## config.mk

```make
export PLATFORM = sky130hd
export DESIGN_NAME = trs_cell
export DESIGN_NICKNAME = d
export VERILOG_FILES = /design/src/rtl/core/trs_pkg.sv /design/src/rtl/core/trs_cell.sv
export SDC_FILE = /design/constraint.sdc
export NUM_CORES = 1
export LEC_CHECK = 0
export ABC_CLOCK_PERIOD_IN_PS = 8500
export BUFFER_PORTS_ARGS = -buffer_cell sky130_fd_sc_hd__buf_2
export CAP_MARGIN = 20
export CORE_MARGIN = 2
export CORE_UTILIZATION = 35
export CTS_CLUSTER_SIZE = 28
export DETAILED_ROUTE_END_ITERATION = 6
export PLACE_DENSITY = 0.73
export REMOVE_ABC_BUFFERS = 1
export SETUP_SLACK_MARGIN = 0.3
export SYNTH_ARGS = -nofsm -noshare
export SYNTH_HDL_FRONTEND = slang
export SYNTH_SLANG_ARGS = --single-unit
```

## constraint.sdc

```tcl
create_clock -name clk -period 8.5 [get_ports clk]
set_input_delay 0.425 -clock clk [delete_from_list [all_inputs] [get_ports clk]]
set_output_delay 0.425 -clock clk [all_outputs]
set_load 0.05 [all_outputs]
```

## src/rtl/core/trs_pkg.sv

```systemverilog
// ----------------------------------------------------------------------------
// trs_pkg
// Types and constants shared by the threshold run pixel sorter modules.
// ----------------------------------------------------------------------------
package trs_pkg;

    localparam int PIXEL_W  = 32;
    localparam int THRESH_W = 8;
    localparam int SUM_W    = 10;

    localparam logic [THRESH_W-1:0] THRESH_RESET = 8'd128;

    // Sequencer states.
    typedef enum logic [1:0] {
        ST_IDLE,
        ST_DRAIN,
        ST_EMIT,
        ST_LOAD
    } state_t;

    // Command broadcast to every cell of the sorting chain.
    typedef struct packed {
        logic               insert;
        logic               shift;
        logic [PIXEL_W-1:0] data;
    } chain_ctl_t;

endpackage

```

## src/rtl/core/trs_cell.sv

```systemverilog
// ----------------------------------------------------------------------------
// trs_cell
// One slot of the sorted insertion chain: holds one pixel and a valid bit.
// ----------------------------------------------------------------------------
module trs_cell (
    input  logic                          clk,
    input  logic                          rst_n,
    input  trs_pkg::chain_ctl_t           ctl,
    input  logic                          left_lt,
    input  logic [trs_pkg::PIXEL_W-1:0]   left_val,
    input  logic                          left_vld,
    input  logic [trs_pkg::PIXEL_W-1:0]   right_val,
    input  logic                          right_vld,
    output logic [trs_pkg::PIXEL_W-1:0]   val,
    output logic                          vld,
    output logic                          lt
);
    import trs_pkg::*;

    logic [PIXEL_W-1:0] val_reg;
    logic [PIXEL_W-1:0] val_next;
    logic               vld_reg;
    logic               vld_next;

    // The new pixel belongs at or left of this slot when it is smaller than
    // the held pixel; an empty slot counts as larger than anything.
    assign lt = !vld_reg || (ctl.data < val_reg);

    // Insert takes the left neighbor when the new pixel lands further left;
    // shift moves the whole chain one slot toward the head.
    always_comb
    begin
        val_next = val_reg;
        vld_next = vld_reg;
        if (ctl.insert && lt)
        begin
            if (left_lt)
            begin
                val_next = left_val;
                vld_next = left_vld;
            end
            else
            begin
                val_next = ctl.data;
                vld_next = 1'b1;
            end
        end
        else if (ctl.shift)
        begin
            val_next = right_val;
            vld_next = right_vld;
        end
    end

    // Occupancy flag.
    always_ff @(posedge clk or negedge rst_n)
    begin
        if (!rst_n)
        begin
            vld_reg <= 1'b0;
        end
        else
        begin
            vld_reg <= vld_next;
        end
    end

    // Pixel payload.
    always_ff @(posedge clk)
    begin
        val_reg <= val_next;
    end

    assign val = val_reg;
    assign vld = vld_reg;

endmodule

```

==> After elaboration in Yosys (flattened, before gate mapping) <==
Index checks and enable logic that the tools add are counted.
{ "word_totals": {"in_bits": 103, "reg_bits": 33, "wordCells": 13} }
{ "op_classes": {"n_lt_le_gt_ge": 1, "n_mux": 6, "n_reduce_logical": 4} }
{ "ops": {"columns": ["op", "count"], "rows": [
  ["$mux W32", 3],
  ["$lt A32 B32 Y1", 1],
  ["$mux W1", 3],
  ["$reduce_bool A2 Y1", 1],
  ["$logic_and A1 B1 Y1", 1],
  ["$logic_not A1 Y1", 1],
  ["$logic_or A1 B1 Y1", 1]
]} }

==> Logic depth before layout (Yosys ltp) <==
{ "depth": {"ltp_word": 4, "ltp_mapped": 9, "mapped_depth_nobuf": 8} }

==> Worst setup path before layout <==
OpenSTA, ideal clock, no wires.
{ "synth_timing": {"kind": "register to register", "startpoint": "reg val_reg[23] (netlist: val[23])", "endpoint": "reg val_reg[0] (netlist: val[0]), enable pin", "t_arrival_ns": 2.810, "path_stages_with_launch": 10, "slack_ns": 5.316, "setup_ns": 0.375, "n_path_buf": 1, "synth_period_minus_slack_ns": 3.184, "t_required_ns": 8.125, "path_cell_list": "edfxtp_1 inv_1 ha_1 a21oi_1 o21ai_0 a221oi_1 o21ai_0 a221oi_4 buf_6 or2_2"} }
{ "synth_via": {"elab_chain_len": 4} }
{ "synth_lines": {"columns": ["item", "line_no", "rtl"], "rows": [
  ["start, declared", "trs_cell.sv:20", "logic [PIXEL_W-1:0] val_reg;"],
  ["start signal, assigned", "trs_cell.sv:71", "val_reg <= val_next;"],
  ["$lt A32 B32 Y1", "trs_cell.sv:27", "assign lt = !vld_reg || (ctl.data < val_reg);"],
  ["$logic_or A1 B1 Y1", "trs_cell.sv:27", null],
  ["$logic_and A1 B1 Y1", "trs_cell.sv:35", "if (ctl.insert && lt)"],
  ["$reduce_bool A2 Y1 (no line)", null, null]
]} }
Every way passes these cells.
A chain may end at the register's enable or synchronous reset.

==> Final worst setup path <==
{ "layout_timing": {"startpoint": "reg val_reg[23] (netlist: val[23])", "endpoint": "reg val_reg[8] (netlist: val[8]), data pin"} }
{ "layout_via": {"elab_chain_len": 4} }
{ "layout_lines": {"columns": ["item", "line_no", "rtl"], "rows": [
  ["$lt A32 B32 Y1", "trs_cell.sv:27", null],
  ["$logic_or A1 B1 Y1", "trs_cell.sv:27", null],
  ["$logic_and A1 B1 Y1", "trs_cell.sv:35", null],
  ["$mux W32", "trs_cell.sv:35", null],
  ["net val_next[8]", "trs_cell.sv:21", "logic [PIXEL_W-1:0] val_next;"]
]} }
The timed path passes the listed nets, and every way through them passes these cells.

==> reports/metrics.csv <==
metric;value;unit
cts_hold_buf;1;
irDropWorstVdd;0.0715;mV
final_common_cell;buf_2;
path_class;flop to flop;
ys_types;31;
gr-total-overflow;0;
slew_violations;0;
die_x;90.2;um
row_count;31;
cp.required;8530;ps
fp.dieArea;8140;sq um
ys_warn_count;0;
power_frac_comb;43.9;%
p_per_area;175;nW/um^2
port-buffer-count;136;
fin_crit_sh;33.9;%
dp_hpwl;4890;um
internal-power;363;uW
dr_total_vias;2143;
cp_top_family;compound AO/OA/AOI/OAI gates;
cp_max_fo;33;
pin_count;137;
rsz0062_at_grt;false;
netlist_area;2600;sq um
arrival;2920;ps
end_kind;flop;
ctsLongestPathBuffers;2;
p_leak;0.00167;uW
drt-pass1-iter-count;4;
regArea;986;sq um
ys_ff_latch;33;
avgSynthCellArea;11.8;sq um
period_needed;2880;ps
hp-start;left_vld;
synthesis.instances;220;
cts_resized;0;
path_buf_inv;2;
status;completed;
p_sw_share;39.9;%
die_h;90.2;um
final_cell_mix;buf_2 (136), mux2_2 (62), inv_1 (32), edfxtp_1 (32), ha_1 (31);
max_stage_delay;440;ps
core;7210;sq um
antenna_cells;0;
tns;0;ps
syn_to_final_growth;32.9;%
crit_path_start;val[23];
nNetsFinal;492;
holdWs;415;ps
multi_input_area;1450;sq um
cts_tree;done;
reg2reg_from;val[23];
fillers;710;
largest_reg_flops;32;
htree_levels;2;
slowest_stage;buf_4;
startpoint_type;flop;
yosysSeqAreaShare;37.9;%
grt_pass1_vias;2170;
max_freq;0.347;GHz
grt_max_degree;34;
clock_sinks;33;
hold_viol_final;0;
skew;6.49;ps
cts_buffers;5;
drc_errors;0;
drt_iter0_drc;48;
worstPathCellList;inv_1 -> ha_1 -> a21oi_1 -> o21ai_0 -> a221oi_1 -> o21ai_0 -> a221oi_4 -> buf_4 -> mux2_2;
drt_wl_total;6050;um
place_congestion;0.753;
drive_gt1_share;57.7;%
cp_common_cell;o21ai_0;
maxCapViolCount;0;
detail_route.wl_per_cell;13.2;um
setup_viol_count_final;0;
initial_core_util;36.1;%
drtAntennaViolNets;0;
post-cts-setup-buffers;0;
switchingPower;241;uW
vias_per_cell;4.68;
clk_pin_slew_worst_paths;70;ps
worst_skew_pair.late_latency;280;ps
worstMarginPinSlew;827;ps
antenna_found_initial;0;
track_usage;14.9;%
p_clk_share;19.1;%
cts-root-buf;clkbuf_8;
max_slew_margin;44.9;%
p_seq_share;37.0;%
grt_first_pass_wirelength;9890;um
min_path_type;input pin to flop;
[synthesized netlist by cell type, drive strengths merged]
cell,count,area [sq um]
a22oi,1,7.51
a211oi,2,15.0
a21o,1,7.51
ha,31,388
nand2b,2,12.5
a211o,1,8.76
o21ai,5,25.0
mux2i,2,20.0
or2,1,6.26
nor3,3,15.0
inv,32,120
a221oi,2,35.0
a21oi,10,50.1
mux2,64,721
a21boi,1,7.51
buf,3,33.8
nand2,5,18.8
dfrtp,1,25.0
edfxtp,32,961
a2111o,1,11.3
and4,1,8.76
nand3,3,15.0
nor2b,1,6.26
clkbuf,4,15.0
nand4,7,43.8
a31oi,1,6.26
o211ai,1,7.51
nor2,1,3.75
or3,1,6.26
[final timing paths]
check | end | slack (ps) | cells after the start
max reg2reg | val[8] | 5620 | 9
min | vld | 420 | 3
min reg2reg | vld | 740 | 2
max in group asynchronous | vld | 7970 | 2
max | val[8] | 5620 | 9
min in group asynchronous | vld | 440 | 2
[cells by family (layout without fill, tap and decap cells)]
| kind of cell | after synthesis | after routing | synth area share [%] |
|---|---|---|---|
| adder cells (fa/ha/maj) | 31 | 31 | 14.9 |
| AND/OR/NAND/NOR | 25 | 25 | 5.24 |
| buffers and inverters | 39 | 178 | 6.49 |
| multiplexers | 66 | 66 | 28.5 |
| flip-flops | 33 | 33 | 37.9 |
| AO/OA/AOI/OAI | 26 | 26 | 6.98 |
[worst reg2reg max path, cell delays in order, from the launching register on]
cell and delay, ps:
edfxtp_1 390, inv_1 70, ha_1 240, a21oi_1 150, o21ai_0 90, a221oi_1 300
o21ai_0 220, a221oi_4 340, buf_4 440, mux2_2 400
[stage by stage]
step	instance area, sq um	instances	setup slack, ps	total power [uW]	util (%)
3_3_place_gp	3360	449	5450	489	46.6
5_1_grt	3460	458	5370	643	47.9
6_report	3460	458	5620	604	47.9
4_1_cts	3460	458	5540	614	47.9
3_5_place_dp	3360	449	5370	496	46.6
2_1_floorplan	2550	213	4790	418	-
[cell type report]
cell class	count	share of cell area [%]
multi-input combinational	148	41.9
clock buffer	5	1.99
tap	99	3.58
sequential	33	28.5
clock inverter	3	0.362
timing repair buffer	138	20.2
inverter	32	3.48
[power by group through the flow]
stage | Clock, uW | Combinational [uW] | Sequential [uW]
detailed placement | 0 | 268 | 228
floorplan | 0 | 108 | 310
global placement | 0 | 263 | 226
finish | 115 | 265 | 223
CTS | 120 | 269 | 224
global route | 126 | 290 | 227
[per-layer routing]
metal	global-route usage (%)	part of all wire [%]	up-vias
met4	3.72	0.93	0
met3	3.69	6.5	6
met5	0	0	-
met1	18.3	42	962
met2	26.1	50	85
li1	-	-	1090
(Power assumes the default switching activity.)
